File: config.mk
export PLATFORM = sky130hd
export DESIGN_NAME = gbu_code_fifo
export DESIGN_NICKNAME = d
export VERILOG_FILES = /design/src/hw/rtl/gbu_pkg.sv /design/src/hw/rtl/gbu_code_fifo.sv
export SDC_FILE = /design/constraint.sdc
export NUM_CORES = 1
export LEC_CHECK = 0
export BUFFER_PORTS_ARGS = -buffer_cell sky130_fd_sc_hd__buf_4
export CORE_MARGIN = 8
export CORE_UTILIZATION = 45
export CTS_CLUSTER_SIZE = 28
export DETAILED_ROUTE_END_ITERATION = 6
export PLACE_DENSITY = 0.81
export REMOVE_ABC_BUFFERS = 1
export SYNTH_ARGS = -nofsm -noshare
export SYNTH_HDL_FRONTEND = slang
export SYNTH_SLANG_ARGS = --single-unit
File: constraint.sdc
create_clock -name clock -period 1.4 [get_ports clock]
set_input_delay 0.14 -clock clock [delete_from_list [all_inputs] [get_ports clock]]
set_output_delay 0.14 -clock clock [all_outputs]
set_load 0.01 [all_outputs]
File: src/hw/rtl/gbu_pkg.sv
// shared types and constants for the gb2312 to utf-8 stream converter
package gbu_pkg;

   typedef enum logic {
      ActConvert = 1'b0,
      ActWrite   = 1'b1
   } action_type;

   typedef logic [7:0]  byte_type;
   typedef logic [13:0] flat_addr_type;
   typedef logic [15:0] code_type;
   typedef logic [6:0]  row_type;

   localparam int      TableCols = 128;
   localparam byte_type LeadBase = 8'hA0;

endpackage

File: src/hw/rtl/gbu_code_fifo.sv
// two-entry code point queue between front and back end
module gbu_code_fifo (
   input  logic              clock,
   input  logic              reset,
   input  logic              push_valid,
   output logic              push_ready,
   input  gbu_pkg::code_type push_code,
   output logic              pop_valid,
   input  logic              pop_ready,
   output gbu_pkg::code_type pop_code
);

   localparam int Depth    = 2;
   localparam int PtrWidth = $clog2(Depth);
   localparam int CntWidth = $clog2(Depth + 1);

   gbu_pkg::code_type     slot_ff [Depth];
   logic [PtrWidth-1:0]   wr_ptr_ff, wr_ptr_in;
   logic [PtrWidth-1:0]   rd_ptr_ff, rd_ptr_in;
   logic [CntWidth-1:0]   count_ff, count_in;
   logic                  do_push;
   logic                  do_pop;

   assign push_ready = (count_ff != CntWidth'(Depth));
   assign pop_valid  = (count_ff != '0);
   assign pop_code   = slot_ff[rd_ptr_ff];
   assign do_push    = push_valid && push_ready;
   assign do_pop     = pop_valid && pop_ready;

   always_comb begin
      wr_ptr_in = wr_ptr_ff;
      rd_ptr_in = rd_ptr_ff;
      count_in  = count_ff;
      if (do_push) begin
         wr_ptr_in = (wr_ptr_ff == PtrWidth'(Depth - 1)) ? '0 : wr_ptr_ff + 1'b1;
      end
      if (do_pop) begin
         rd_ptr_in = (rd_ptr_ff == PtrWidth'(Depth - 1)) ? '0 : rd_ptr_ff + 1'b1;
      end
      if (do_push && !do_pop) begin
         count_in = count_ff + 1'b1;
      end else if (do_pop && !do_push) begin
         count_in = count_ff - 1'b1;
      end
   end

   always_ff @(posedge clock) begin
      if (reset) begin
         wr_ptr_ff <= '0;
         rd_ptr_ff <= '0;
         count_ff  <= '0;
      end else begin
         wr_ptr_ff <= wr_ptr_in;
         rd_ptr_ff <= rd_ptr_in;
         count_ff  <= count_in;
      end
   end

   always_ff @(posedge clock) begin
      if (do_push) begin
         slot_ff[wr_ptr_ff] <= push_code;
      end
   end

endmodule

==> flow_summary.ini <==
[pwr]
power_density_nw_per_um2 = 1590
finalPower_mw = 3.45
switching_share_pct = 28.0
p_int_mw = 2.48
pwr-share-clk_pct = 14.8
ir_drop_v = 0.000923
power.switching_uw = 967
leakagePower_nw = 0.877
combPwrFrac_pct = 42.1
seqPwrFrac_pct = 43.2

[floorplanning]
dieHeight_um = 71.3
die_w_um = 71.3
rows = 20
ios = 38
die-area_um2 = 5080
coreArea_um2 = 2980
start_util_pct = 46.2

[route]
dr.pass1.iters = 4
routed_wl_um = 3010
vias = 852
ant_nets = 0
drc = 0
drt_iter0_markers = 45
post_drt_wl_per_cell_um = 17.2
routed_via_density = 4.87

[synthesis]
syn_inst = 74
ys_top_cells_by_area = edfxtp_1 70%, mux2_2 13%, dfxtp_1 7.3%
synth_top_area_cell = edfxtp_1
yosys_register_bits = 37
ys_types = 18
synthFlopType = edfxtp_1
ys_async_sr_fraction_pct = 0
yosys.cell_count.top_type = edfxtp_1
synth.avg_cell_area_um2 = 18.6
netlist_area_um2 = 1380
ys_seq_area_share_pct = 77.1
synth_edf_count = 32
synth_top_area_share_pct = 69.8
yosys_warnings = 0
synth_common_cells = 32 x edfxtp_1, 16 x mux2_2, 5 x dfxtp_1, 3 x nor2_1, 3 x xor2_1

[final_layout]
final_util_pct = 72.9
fill_cells = 189
final_cell_area_um2 = 2170
area_delta_synth_final_pct = 57.6
antennaDiodeCount = 0
nets = 162
drive_above_1_share_pct = 54.9

[setup_path]
r2r_start = count_ff[0]
cp_slowest_stage_delay_ps = 350
critPathLaunchType = flip-flop
cp_cell_sequence = nand2b_4, and2_4, ha_4, xor2_2, or3_1, a21oi_1
cp-startpoint = count_ff[0]
crit_slowest_cell = dfxtp_2
r2r_slack_ps = -80
endpoint_kind = flip-flop
ff2ff_path_depth = 6
critPathKind = reg2reg
rr_endpoint = count_ff[1]
cp_max_fo = 3
endpoint = count_ff[1]
arrival_ps = 1740
cp.required_ps = 1660

[global_routing]
top_usage_layer = met2
grt_use_met3_pct = 5.58
antenna_found_initial = 0
grt_use_met1_pct = 11.6
met2_usage_pct = 19.7
grt_pass1_vias = 902
grt_usage_pct = 11.4
grt_first_pass_wirelength_um = 4370
grt_max_degree = 17
grt.overflow.total = 0

[sta]
fin_skew_ps = 9.37
setup_ws_ps = -82.7
tightest_slew_ps = 205
max_freq_ghz = 0.674
worst_hold_slack_ps = 120
slew_viol_final = 0
post-route-min-period_ps = 1480
hold_viol_final = 0
period_share_pct = 106
rsz0062_at_grt = yes
relSlewSlack_pct = 86.3
finalSetupViolCount = 17

[hold_path]
hold_path_startpoint = push_valid
hp-class = in2reg
hold_depth = 3

[cts]
cts-root-to-sink-buffers = 2
clk_pin_slew_ps = 100
insertion_delay_ps = 330
cts_root_buf = clkbuf_4
numCtsBuffers = 5
clock_sinks = 37
htreeDepth = 2
tritoncts = built

[job]
maxCapViolations = 0

[placement]
hpwl_um = 1870
placed_area_um2 = 1760
finalWeightedCongestion = 0.624
pre_cts_slack_ps = -136
port_buffers = 37

[outcome]
violations = negative setup slack
status = complete, but fails checks
-- worst max-delay path, delay by kind of cell, from the launching register on --
family / cells / cell delay, ps
simple gates: 3 / 610
flops: 1 / 350
fa+ha+maj: 1 / 160
compound gates: 1 / 160
xor+xnor: 1 / 150
-- placed cells by master, fill, tap and decap left out, types with 2 or more instances in the layout --
master / synthesis / routed
buf_4: 1 / 26
dlygate4sd3_1: 0 / 17
mux2_4: 0 / 16
dfxtp_4: 0 / 2
clkinv_2: 0 / 2
edfxtp_1: 32 / 32
xor2_1: 3 / 2
buf_6: 0 / 16
dfxtp_1: 5 / 2
clkbuf_4: 0 / 5
a21oi_1: 2 / 2
buf_12: 0 / 2
nor2_1: 3 / 3
-- flip-flops by register name, indices dropped and copies added, names as in the netlist, named ones only --
name       cells
rd_ptr_ff      1
slot_ff       32
count_ff       2
wr_ptr_ff      1
-- routing by layer --
layer  share of wire [%]  vias up
met5                   0        -
met4                0.93        0
met3                 5.9        4
met2                  53       30
met1                  40      405
li1                    -      413
-- logic make-up after synthesis --
logic type / share of synthesized area [%]
mux: 13.1
compound gates: 2.18
simple gates: 3.64
xor+xnor: 1.91
buf+inv: 1.18
flops: 77.1
fa+ha+maj: 0.909
-- stage by stage --
stage	setup TNS, ps	cells
6_report	-521	175
5_1_grt	-1410	175
4_1_cts	-1270	174
3_5_place_dp	-136	149
3_3_place_gp	-42.3	149
2_1_floorplan	-1810	72
-- how the worst min path moves through the flow --
stage / endpoint / slack, ps
2_1_floorplan: count_ff[1] / 210
3_3_place_gp: slot_ff[0][13] / 330
3_5_place_dp: slot_ff[1][7] / 330
4_1_cts: wr_ptr_ff / 110
5_1_grt: wr_ptr_ff / 110
6_report: wr_ptr_ff / 120
-- repair_timing --
item / in CTS / in global routing
gates resized for setup: 8 / 35
setup buffers: 0 / 0
setup endpoints to repair: 17 / 18
gates cloned: 0 / 1
pin swaps: 4 / 2
hold buffers: 17 / 0
endpoints found under the hold margin: 37 / 0
-- layout make-up --
type | instances | area [um2] | area share (%)
Tap cell | 33 | 41.3 | 1.90
Clock buffer | 6 | 41.3 | 1.90
Sequential cell | 37 | 1070 | 49.3
Timing Repair Buffer | 62 | 611 | 28.1
Multi-Input combinational cell | 34 | 393 | 18.1
Clock inverter | 2 | 10.0 | 0.461
Inverter | 1 | 3.75 | 0.173
-- power by group through the flow --
stage	clock network [mW]	registers, mW	logic (mW)
6_report	0.509	1.49	1.45
3_5_place_dp	0	1.47	1.07
2_1_floorplan	0	1.50	0.491
4_1_cts	0.529	1.46	1.18
5_1_grt	0.576	1.51	1.55
3_3_place_gp	0	1.45	1.04
Power figures use the tool's default switching activity.
