==> config.mk <==
export PLATFORM = sky130hd
export DESIGN_NAME = gbu_back_flat
export DESIGN_NICKNAME = d
export VERILOG_FILES = /design/src/hw/rtl/gbu_pkg.sv /design/src/hw/rtl/gbu_ifs.sv /design/src/hw/rtl/gbu_back.sv /design/src/flat_wrapper.sv
export SDC_FILE = /design/constraint.sdc
export NUM_CORES = 1
export LEC_CHECK = 0
export CAP_MARGIN = 10
export CELL_PAD_IN_SITES_DETAIL_PLACEMENT = 0
export CELL_PAD_IN_SITES_GLOBAL_PLACEMENT = 1
export CORE_MARGIN = 2
export CORE_UTILIZATION = 49
export CTS_CLUSTER_SIZE = 28
export DETAILED_ROUTE_END_ITERATION = 8
export DONT_BUFFER_PORTS = 1
export PLACE_DENSITY = 0.87
export SLEW_MARGIN = 0
export SYNTH_ARGS = -nofsm -noshare
export SYNTH_HDL_FRONTEND = slang
export SYNTH_SLANG_ARGS = --single-unit
==> constraint.sdc <==
create_clock -name clock -period 2.35 [get_ports clock]
set_input_delay 0 -clock clock [delete_from_list [all_inputs] [get_ports clock]]
set_output_delay 0 -clock clock [all_outputs]
set_load 0.005 [all_outputs]
==> src/hw/rtl/gbu_pkg.sv <==
// shared types and constants for the gb2312 to utf-8 stream converter
package gbu_pkg;

   typedef enum logic {
      ActConvert = 1'b0,
      ActWrite   = 1'b1
   } action_type;

   typedef logic [7:0]  byte_type;
   typedef logic [13:0] flat_addr_type;
   typedef logic [15:0] code_type;
   typedef logic [6:0]  row_type;

   localparam int      TableCols = 128;
   localparam byte_type LeadBase = 8'hA0;

endpackage

==> src/hw/rtl/gbu_ifs.sv <==


interface gbu_rsp_if;
   logic              valid;
   logic              ready;
   gbu_pkg::byte_type out_byte;
   logic              last_of_char;

   modport source (output valid, out_byte, last_of_char, input ready);
   modport sink (input valid, out_byte, last_of_char, output ready);
endinterface

==> src/hw/rtl/gbu_back.sv <==
// back end: utf-8 serialiser with output register
module gbu_back (
   input  logic              clock,
   input  logic              reset,
   input  logic              pop_valid,
   output logic              pop_ready,
   input  gbu_pkg::code_type pop_code,
   gbu_rsp_if.source         rsp_chan
);

   logic              active_ff, active_in;
   gbu_pkg::code_type code_ff, code_in;
   logic [1:0]        idx_ff, idx_in;
   logic              out_valid_ff, out_valid_in;
   gbu_pkg::byte_type out_byte_ff, out_byte_in;
   logic              out_last_ff, out_last_in;

   logic              out_free;
   logic              emit;
   logic              done;
   logic [1:0]        seq_len;
   gbu_pkg::byte_type cur_byte;
   logic              cur_last;

   always_comb begin
      if (code_ff <= 16'h007F) begin
         seq_len = 2'd1;
      end else if (code_ff <= 16'h07FF) begin
         seq_len = 2'd2;
      end else begin
         seq_len = 2'd3;
      end
   end

   always_comb begin
      cur_byte = {2'b10, code_ff[5:0]};
      cur_last = 1'b1;
      case (seq_len)
         2'd1: begin
            cur_byte = code_ff[7:0];
            cur_last = 1'b1;
         end
         2'd2: begin
            if (idx_ff == 2'd0) begin
               cur_byte = {3'b110, code_ff[10:6]};
               cur_last = 1'b0;
            end
         end
         2'd3: begin
            if (idx_ff == 2'd0) begin
               cur_byte = {4'b1110, code_ff[15:12]};
               cur_last = 1'b0;
            end else if (idx_ff == 2'd1) begin
               cur_byte = {2'b10, code_ff[11:6]};
               cur_last = 1'b0;
            end
         end
         default: begin
            cur_byte = code_ff[7:0];
            cur_last = 1'b1;
         end
      endcase
   end

   assign out_free  = !out_valid_ff || rsp_chan.ready;
   assign emit      = active_ff && out_free;
   assign done      = emit && cur_last;
   assign pop_ready = !active_ff || done;

   always_comb begin
      active_in    = active_ff;
      code_in      = code_ff;
      idx_in       = idx_ff;
      out_valid_in = out_valid_ff;
      out_byte_in  = out_byte_ff;
      out_last_in  = out_last_ff;
      if (rsp_chan.ready) begin
         out_valid_in = 1'b0;
      end
      if (emit) begin
         out_valid_in = 1'b1;
         out_byte_in  = cur_byte;
         out_last_in  = cur_last;
         idx_in       = idx_ff + 1'b1;
      end
      if (done) begin
         active_in = 1'b0;
      end
      if (pop_valid && pop_ready) begin
         active_in = 1'b1;
         code_in   = pop_code;
         idx_in    = '0;
      end
   end

   always_ff @(posedge clock) begin
      if (reset) begin
         active_ff    <= 1'b0;
         idx_ff       <= '0;
         out_valid_ff <= 1'b0;
      end else begin
         active_ff    <= active_in;
         idx_ff       <= idx_in;
         out_valid_ff <= out_valid_in;
      end
   end

   always_ff @(posedge clock) begin
      code_ff     <= code_in;
      out_byte_ff <= out_byte_in;
      out_last_ff <= out_last_in;
   end

   assign rsp_chan.valid        = out_valid_ff;
   assign rsp_chan.out_byte     = out_byte_ff;
   assign rsp_chan.last_of_char = out_last_ff;

endmodule

==> src/flat_wrapper.sv <==
// flat-port wrapper written by rule: the top's interface ports become plain ports
module gbu_back_flat 
  (clock, reset, pop_valid, pop_ready, pop_code, rsp_chan_valid, rsp_chan_out_byte, rsp_chan_last_of_char, rsp_chan_ready);
  gbu_rsp_if rsp_chan_i ();
  input  logic clock;
  input  logic reset;
  input  logic pop_valid;
  output logic pop_ready;
  input  gbu_pkg::code_type pop_code;
  output wire logic [$bits(rsp_chan_i.valid)-1:0] rsp_chan_valid;
  output wire logic [$bits(rsp_chan_i.out_byte)-1:0] rsp_chan_out_byte;
  output wire logic [$bits(rsp_chan_i.last_of_char)-1:0] rsp_chan_last_of_char;
  input wire logic [$bits(rsp_chan_i.ready)-1:0] rsp_chan_ready;
  assign rsp_chan_valid = rsp_chan_i.valid;
  assign rsp_chan_out_byte = rsp_chan_i.out_byte;
  assign rsp_chan_last_of_char = rsp_chan_i.last_of_char;
  assign rsp_chan_i.ready = rsp_chan_ready;
  gbu_back u_core (.clock(clock), .reset(reset), .pop_valid(pop_valid), .pop_ready(pop_ready), .pop_code(pop_code), .rsp_chan(rsp_chan_i));
endmodule
==> results of run 1 <==
## layout make-up
class / instances / area, um^2 / area share
flip-flops and latches: 29 / 830.8 / 0.5237
multi-input cells: 54 / 447.9 / 0.2823
repair buffers: 21 / 205.2 / 0.1293
clock buffers: 5 / 37.54 / 0.02366
well taps: 30 / 37.54 / 0.02366
inverters: 4 / 15.01 / 0.009464
clock inverters: 3 / 12.51 / 0.007886
## cells in the final DEF, fill, tap and decap left out, drive strengths merged
cell         netlist  final
a21bo              2      2
a21boi             1      1
a21oi              1      1
a221o              2      2
a22o               1      1
a31oi              2      2
a41o               1      1
buf                1      2
clkbuf             1      5
clkinv             0      3
dfxtp              4      4
dlygate4sd3        0     19
edfxtp            25     25
ha                 2      2
inv                4      4
mux2i              8      8
nand2              7      7
nand2b             1      1
nand3              2      2
nor2               6      6
nor2b              2      2
nor3               4      4
nor4               1      1
o211ai             3      3
o21ai              4      4
o31ai              1      1
o41ai              1      1
or2b               1      1
xnor2              1      1
## per-layer routing
layer,share of wire,up-vias
met5,0,-
met4,0.025,0
met3,0.060,4
met2,0.49,31
met1,0.43,371
li1,-,393
## sequential cells by signal (all words and copies together), names as in the netlist
name / flops
u_core.rsp_chan.last_of_char: 1
u_core.code_ff: 16
u_core.rsp_chan.valid: 1
u_core.rsp_chan.out_byte: 8
u_core.idx_ff: 2
u_core.active_ff: 1
## metrics by stage
| stage | worst slack [ns] | hold slack (ns) |
|---|---|---|
| 5_1_grt | 0.08553 | 0.1906 |
| 3_3_place_gp | 0.4857 | 0.07077 |
| 2_1_floorplan | 0.2390 | 0.06907 |
| 3_5_place_dp | 0.4276 | 0.07310 |
| 4_1_cts | 0.2057 | 0.1608 |
| 6_report | 0.1985 | 0.1734 |
## critical path: stages, from the launching register on
cell and delay [ns]:
edfxtp_1 0.45, nor4_4 0.47, a31oi_4 0.17, o31ai_2 0.28, a21oi_1 0.11, dlygate4sd3_1 0.56
## synth_stat cells, types with 2 or more instances
library cell,number,area (um^2)
dfxtp_1,4,80.08
mux2i_1,8,80.08
o211ai_1,3,22.52
inv_1,3,11.26
nor2b_1,2,12.51
nand2_1,6,22.52
edfxtp_1,25,750.7
o21ai_1,3,15.01
ha_1,2,25.02
nand3_1,2,10.01
a221o_1,2,20.02
nor3_1,3,15.01
nor2_1,5,18.77
## logic make-up (layout without fill, tap and decap cells)
kind of cell	Yosys count	after routing	synth area share
flops	29	29	0.6318
simple gates	24	24	0.1123
compound gates	19	19	0.1418
mux	8	8	0.06090
buf+inv	6	33	0.02759
fa+ha+maj	2	2	0.01903
xor+xnor	1	1	0.006662
## path summary, 6_finish.rpt
| path | startpoint | endpoint | slack, ns | depth (start not counted) |
|---|---|---|---|---|
| worst max-delay path | u_core.code_ff[9]$_DFFE_PP_ | u_core.active_ff$_SDFFE_PP0P_ | 0.20 | 5 |
| worst min-delay path | pop_valid | u_core.idx_ff[0]$_SDFFE_PP0P_ | 0.17 | 4 |
| worst max register to register | u_core.code_ff[9]$_DFFE_PP_ | u_core.active_ff$_SDFFE_PP0P_ | 0.20 | 5 |
| worst min register to register | u_core.active_ff$_SDFFE_PP0P_ | u_core.rsp_chan.valid$_SDFFE_PP0P_ | 0.53 | 2 |
## power breakdown
group / internal [W] / switching [W]
Clock: 0.000108 / 0.000164
Sequential: 0.000606 / 0.0000258
Combinational: 0.0000716 / 0.0000747
## repair_timing
action	in CTS	in global routing
resized for setup	0	0
setup endpoints to repair	0	0
hold buffers	19	0
setup buffers	0	0
hold endpoints to repair	20	0
==> impl_metrics.py, run 1 <==
metrics = {
    "place": {
        "hpwlAfterDp_mm": 1.398,
        "port_buffers": 0,
        "place_area_um2": 1346,
        "gp_congestion": 0.8437,
        "dp.cells": 119,
    },
    "global_routing": {
        "grtUsageMet1": 0.2003,
        "globalRouteMet3Util": 0.06977,
        "overflow": 0,
        "grt_use_total": 0.1682,
        "grt_antenna_before_repair": 0,
        "grt_pass1_vias": 831,
        "grt_pass1_wl_mm": 3.815,
        "use_met2": 0.2619,
        "busiest_layer": "met2",
        "grt_max_degree": 19,
    },
    "synthesis": {
        "synthCells": 89,
        "synth-main-ff-cell": "edfxtp_1",
        "syn-cell-area_um2": 1315,
        "synth-edff-count": 25,
        "ys_types": 34,
        "ys_async_sr_fraction": 0,
        "yosys_warnings": 0,
        "synth_seq_cells": 29,
        "ys_seq_area_frac": 0.6318,
        "avgSynthCellArea_um2": 14.78,
        "syn-num-nets": 111,
    },
    "clocking": {
        "clockBufferDepth": 2,
        "htreeDepth": 2,
        "cts_buffers": 5,
        "clkTransAtPathRegs_ns": 0.09,
        "root_buffer": "clkbuf_4",
        "clk-insertion-delay-late_ns": 0.32,
        "cts_tree": "done",
        "clkSinkCount": 29,
    },
    "timing": {
        "worstMarginPinSlew_ns": 0.4204,
        "tns_ns": 0,
        "rsz0062_at_grt": "no",
        "clock_skew_ns": 0.007150,
        "period_share": 0.9155,
        "hold_viol": 0,
        "fmax_mhz": 464.8,
        "slew_viol_final": 0,
        "period_minus_slack_ns": 2.151,
        "setup_viol": 0,
        "relSlewSlack": 0.7176,
    },
    "setup_path": {
        "cp_max_fo": 6,
        "end_kind": "flip-flop",
        "critPathLaunchType": "flip-flop",
        "cp_data_arrival_time_ns": 2.37,
        "critical_path_class": "flip-flop to flip-flop",
        "worst_ep_required_time_ns": 2.57,
    },
    "layout": {
        "diodes": 0,
        "design_area_um2": 1587,
        "final_util": 0.6346,
        "layout-drive-gt1-share": 0.1638,
        "nets": 137,
        "syn2layout_area_growth_pct": 20.65,
        "final_cells": 146,
        "n_fill_cell": 190,
    },
    "route": {
        "drt_first_pass_iters": 4,
        "avgViaCountPerCell": 5.473,
        "route.detailed.drc": 0,
        "drt_iter0_markers": 12,
        "post_drt_wl_per_cell_um": 14.99,
        "vias": 799,
        "wirelength_mm": 2.189,
        "drt.antenna.violating_nets": 0,
    },
    "floorplan": {
        "core-area_um2": 2500,
        "dieArea_um2": 3114,
        "initial_core_util": 0.5260,
        "die_y_um": 55.81,
        "num_io_pins": 31,
        "die_w_um": 55.81,
        "placementRows": 18,
    },
    "pwr": {
        "peakVddDrop_v": 0.0004866,
        "finalPower_w": 0.001050,
        "power_density_nw_per_um2": 661.8,
        "cellLeakagePower_nw": 0.5527,
    },
    "run": {
        "cap_violations": 0,
    },
    "worst_hold_path": {
        "hp-class": "input pin to flip-flop",
    },
    "run_status": {
        "outcome": "finished, final reports clean",
    },
}
(Power assumes the default switching activity.)
==> inputs of run 2 (changes only) <==
==> constraint.sdc (replaced) <==
create_clock -name clock -period 2.35 [get_ports clock]
set_input_delay 0.235 -clock clock [delete_from_list [all_inputs] [get_ports clock]]
set_output_delay 0.235 -clock clock [all_outputs]
set_load 0.005 [all_outputs]
==> impl_metrics.py, run 2 (same netlist as run 1, synthesis figures left out) <==
metrics = {
    "run": {
        "cap_violations": 0,
    },
    "global_routing": {
        "grt_antenna_before_repair": 0,
        "overflow": 0,
        "grt_pass1_vias": 824,
        "grt_max_degree": 19,
        "grt_pass1_wl_mm": 3.781,
        "grt_use_total": 0.1667,
    },
    "timing": {
        "hold_viol": 0,
        "relSlewSlack": 0.7112,
        "tns_ns": 0,
        "slew_viol_final": 0,
        "period_share": 0.8299,
        "period_minus_slack_ns": 1.950,
        "setup_viol": 0,
        "fmax_mhz": 512.7,
        "worstMarginPinSlew_ns": 0.4299,
        "clock_skew_ns": 0.006204,
        "rsz0062_at_grt": "no",
    },
    "route": {
        "route.detailed.drc": 0,
        "post_drt_wl_per_cell_um": 15.14,
        "wirelength_mm": 2.180,
        "avgViaCountPerCell": 5.556,
        "vias": 800,
        "drt_first_pass_iters": 4,
        "drt_iter0_markers": 13,
        "drt.antenna.violating_nets": 0,
    },
    "layout": {
        "layout_common_cells": "25 x edfxtp_1, 17 x dlygate4sd3_1, 8 x mux2i_1",
        "syn2layout_area_growth_pct": 19.12,
        "top_register": "u_core.code_ff",
        "diodes": 0,
        "design_area_um2": 1567,
        "largest_reg_flops": 16,
        "layout-drive-gt1-share": 0.1667,
        "final_cells": 144,
        "n_fill_cell": 191,
        "final_common_cell": "edfxtp_1",
        "nets": 135,
    },
    "setup_path": {
        "cp_max_fo": 18,
        "worst_ep_required_time_ns": 2.36,
        "worstPathCellList": "nor4_4 > a31oi_4 > o41ai_4 > buf_4",
        "critical_path_class": "flip-flop to flip-flop",
        "critPathLaunchType": "flip-flop",
        "cp_data_arrival_time_ns": 1.96,
        "max_stage_delay_ns": 0.48,
        "cpMaxStageDelayCell": "nor4_4",
        "end_kind": "flip-flop",
    },
    "clocking": {
        "hold_buffers": 17,
        "cts_tree": "done",
        "clockBufferDepth": 2,
        "clk-insertion-delay-late_ns": 0.32,
        "cts_buffers": 5,
        "htreeDepth": 2,
        "cts-resized-gates": 0,
        "clkSinkCount": 29,
        "root_buffer": "clkbuf_4",
        "clkTransAtPathRegs_ns": 0.09,
        "post_cts_buffers": 0,
    },
    "place": {
        "hpwlAfterDp_mm": 1.398,
        "gp_congestion": 0.8437,
        "port_buffers": 0,
        "place_area_um2": 1346,
        "dp.cells": 119,
    },
    "run_status": {
        "outcome": "finished, final reports clean",
    },
    "floorplan": {
        "placementRows": 18,
        "dieArea_um2": 3114,
        "die_w_um": 55.81,
        "die_y_um": 55.81,
        "core-area_um2": 2500,
        "num_io_pins": 31,
        "initial_core_util": 0.5260,
    },
    "pwr": {
        "cellLeakagePower_nw": 0.5434,
        "peakVddDrop_v": 0.0004858,
        "power_density_nw_per_um2": 667.2,
    },
    "worst_hold_path": {
        "hp-class": "input pin to flip-flop",
    },
}
run 2: cell count changes in the layout (fill, tap and decap cells not counted):
cell           before  now
dlygate4sd3_1      19   17
run 2: metal layers:
layer  GRT usage  vias to the layer above  wire length [um]
met5           0                        -                 0
met4     0.08362                        0                55
met3     0.06977                        4               136
met2      0.2619                       33              1082
met1      0.1957                      373               905
li1            -                      390                 -
run 2: area by class of cell:
| cell class | count | area (um^2) | area share |
|---|---|---|---|
| sequential | 29 | 830.8 | 0.5304 |
| multi-input combinational | 54 | 447.9 | 0.2859 |
| timing repair buffer | 19 | 185.2 | 0.1182 |
| clock buffer | 5 | 37.54 | 0.02396 |
| tap | 30 | 37.54 | 0.02396 |
| inverter | 4 | 15.01 | 0.009585 |
| clock inverter | 3 | 12.51 | 0.007987 |
run 2: worst paths after layout:
path	from	end	slack (ns)	cells after the start
worst max-delay path	u_core.code_ff[9]$_DFFE_PP_	u_core.code_ff[7]$_DFFE_PP_	0.40	4
worst min-delay path	pop_valid	u_core.active_ff$_SDFFE_PP0P_	0.12	2
worst max register to register	u_core.code_ff[9]$_DFFE_PP_	u_core.code_ff[7]$_DFFE_PP_	0.40	4
worst min register to register	u_core.active_ff$_SDFFE_PP0P_	u_core.rsp_chan.valid$_SDFFE_PP0P_	0.53	2
run 2: critical path, delay by kind of cell, from the launching register on:
kind                   cells  cell delay, ns
buffers and inverters      1            0.31
AND/OR/NAND/NOR            1            0.48
flip-flops                 1            0.45
AO/OA/AOI/OAI              2            0.40
run 2: where the power goes:
group	total, W	leakage [nW]	switching, W	internal (W)
logic	0.000143	0.247	0.0000745	0.0000690
registers	0.000632	0.266	0.0000257	0.000606
clock network	0.000270	0.0300	0.000162	0.000108
run 2: stage by stage:
stage                       util  hold slack, ns  worst slack (ns)  total power, W
after floorplan                -          0.3041            0.2390       0.0007397
after global placement    0.5385          0.3058            0.4857       0.0007605
after detailed placement  0.5385          0.3081            0.4276       0.0007637
after CTS                 0.6266         0.09835            0.3908        0.001058
after global routing      0.6266          0.1424            0.3221        0.001101
final                     0.6266          0.1248            0.3997        0.001045
==> inputs of run 3 (changes only) <==
clock period = 1.8 ns   (was 2.35 ns; I/O delays follow)
==> impl_metrics.py, run 3 (same netlist as run 1, synthesis figures left out) <==
metrics = {
    "global_routing": {
        "grt_pass1_vias": 909,
        "overflow": 0,
        "globalRouteMet3Util": 0.07907,
        "grt_antenna_before_repair": 0,
        "grtUsageMet1": 0.1807,
        "grt_pass1_wl_mm": 4.229,
        "grt_use_total": 0.1912,
        "busiest_layer": "met2",
        "use_met2": 0.3401,
        "grt_max_degree": 16,
    },
    "run_status": {
        "violations": "setup timing",
        "outcome": "finished, violations left",
    },
    "layout": {
        "syn2layout_area_growth_pct": 30.64,
        "diodes": 0,
        "final_common_cell": "edfxtp_1",
        "largest_reg_flops": 16,
        "final_util": 0.6872,
        "layout_common_cells": "25 x edfxtp_1, 17 x dlygate4sd3_1, 11 x buf_4",
        "nets": 148,
        "top_register": "u_core.code_ff",
        "layout-drive-gt1-share": 0.2756,
    },
    "timing": {
        "period_minus_slack_ns": 1.839,
        "clock_skew_ns": 0.008505,
        "rsz0062_at_grt": "yes",
        "fin_ws_ns": -0.03854,
        "fmax_mhz": 543.9,
        "relSlewSlack": 0.5931,
        "setup_viol": 6,
        "fin_hold_ws_ns": 0.06063,
        "worstMarginPinSlew_ns": 0.6075,
        "period_share": 1.021,
        "hold_viol": 0,
        "slew_viol_final": 0,
    },
    "floorplan": {
        "initial_core_util": 0.5260,
        "die_y_um": 55.81,
        "die_w_um": 55.81,
        "num_io_pins": 31,
        "placementRows": 18,
        "core-area_um2": 2500,
        "dieArea_um2": 3114,
    },
    "clocking": {
        "cts_buffers": 5,
        "clkSinkCount": 29,
        "clkTransAtPathRegs_ns": 0.09,
        "htreeDepth": 2,
        "root_buffer": "clkbuf_4",
        "clockBufferDepth": 2,
        "cts_tree": "done",
        "clk-insertion-delay-late_ns": 0.32,
    },
    "route": {
        "drt.antenna.violating_nets": 0,
        "drt_iter0_markers": 12,
        "route.detailed.drc": 0,
        "wirelength_mm": 2.657,
        "post_drt_wl_per_cell_um": 16.92,
        "vias": 861,
        "avgViaCountPerCell": 5.484,
        "drt_first_pass_iters": 3,
    },
    "run": {
        "cap_violations": 0,
    },
    "setup_path": {
        "rr_worst_depth": 5,
        "r2r_slack_ns": -0.01,
        "critPathLaunchType": "flip-flop",
        "end_kind": "primary output",
        "r2r_start": "u_core.code_ff[9]$_DFFE_PP_",
        "critical_path_class": "flip-flop to primary output",
        "cp_data_arrival_time_ns": 1.66,
        "cp_max_fo": 3,
        "worst_ep_required_time_ns": 1.62,
        "r2r_end": "u_core.code_ff[1]$_DFFE_PP_",
    },
    "pwr": {
        "cellLeakagePower_nw": 0.6242,
        "power_density_nw_per_um2": 833.7,
        "peakVddDrop_v": 0.0006198,
    },
    "place": {
        "port_buffers": 0,
        "pre_cts_ws_ns": 0.04088,
        "gp_congestion": 0.8820,
        "hpwlAfterDp_mm": 1.638,
    },
    "worst_hold_path": {
        "min_path_cells": 2,
        "hp-class": "input pin to flip-flop",
        "worstHoldStart": "pop_valid",
        "min_delay_worst_endpoint": "u_core.active_ff$_SDFFE_PP0P_",
    },
}
==> run 3: per-layer routing <==
layer | up-vias | part of all wire
met3 | 8 | 0.037
met4 | 0 | 0.024
met2 | 27 | 0.57
met5 | - | 0
met1 | 404 | 0.37
li1 | 422 | -
==> run 3: how the worst max path moves through the flow <==
stage,startpoint,to,slack (ns),cells after the start
after floorplan,u_core.code_ff[9]$_DFFE_PP_,u_core.code_ff[0]$_DFFE_PP_,-0.31,3
after global placement,u_core.code_ff[9]$_DFFE_PP_,u_core.code_ff[6]$_DFFE_PP_,0.08,4
after detailed placement,u_core.code_ff[9]$_DFFE_PP_,u_core.code_ff[6]$_DFFE_PP_,0.04,4
after CTS,u_core.code_ff[8]$_DFFE_PP_,pop_ready,-0.04,4
after global routing,u_core.code_ff[9]$_DFFE_PP_,pop_ready,-0.14,4
final,u_core.code_ff[9]$_DFFE_PP_,pop_ready,-0.04,4
==> run 3: critical path: stages (launching register included) <==
cell      delay [ns]
edfxtp_1        0.44
nor4_4          0.38
a31oi_4         0.15
buf_6           0.15
o31ai_4         0.21
==> run 3: final cells by class <==
cell class	instances	area (um^2)
flip-flops and latches	29	830.8
fillers	175	782.0
multi-input cells	54	462.9
repair buffers	32	320.3
clock buffers	6	41.29
well taps	30	37.54
inverters	4	15.01
clock inverters	2	10.01
==> run 3: stage by stage <==
step / setup TNS [ns] / area (um^2) / power (W) / cells
after detailed placement: 0 / 1426 / 0.001026 / 128
after CTS: -0.03869 / 1679 / 0.001426 / 155
after global routing: -1.317 / 1718 / 0.001516 / 157
final: -0.07054 / 1718 / 0.001432 / 157
after floorplan: -5.321 / 1315 / 0.0009657 / 89
after global placement: 0 / 1426 / 0.001020 / 128
==> run 3: power breakdown <==
group | switching, W | internal [W] | total, W
logic | 0.000113 | 0.000134 | 0.000248
clock network | 0.000209 | 0.000148 | 0.000357
registers | 0.0000360 | 0.000792 | 0.000828
==> run 3: what timing repair did <==
action                                  CTS  global route
gates resized for setup                   3             2
pin swaps                                 1             2
hold buffers                             17             0
setup buffers                             2             2
endpoints found under the hold margin    20             0
cloned                                    0             1
endpoints found under the setup margin    1            21
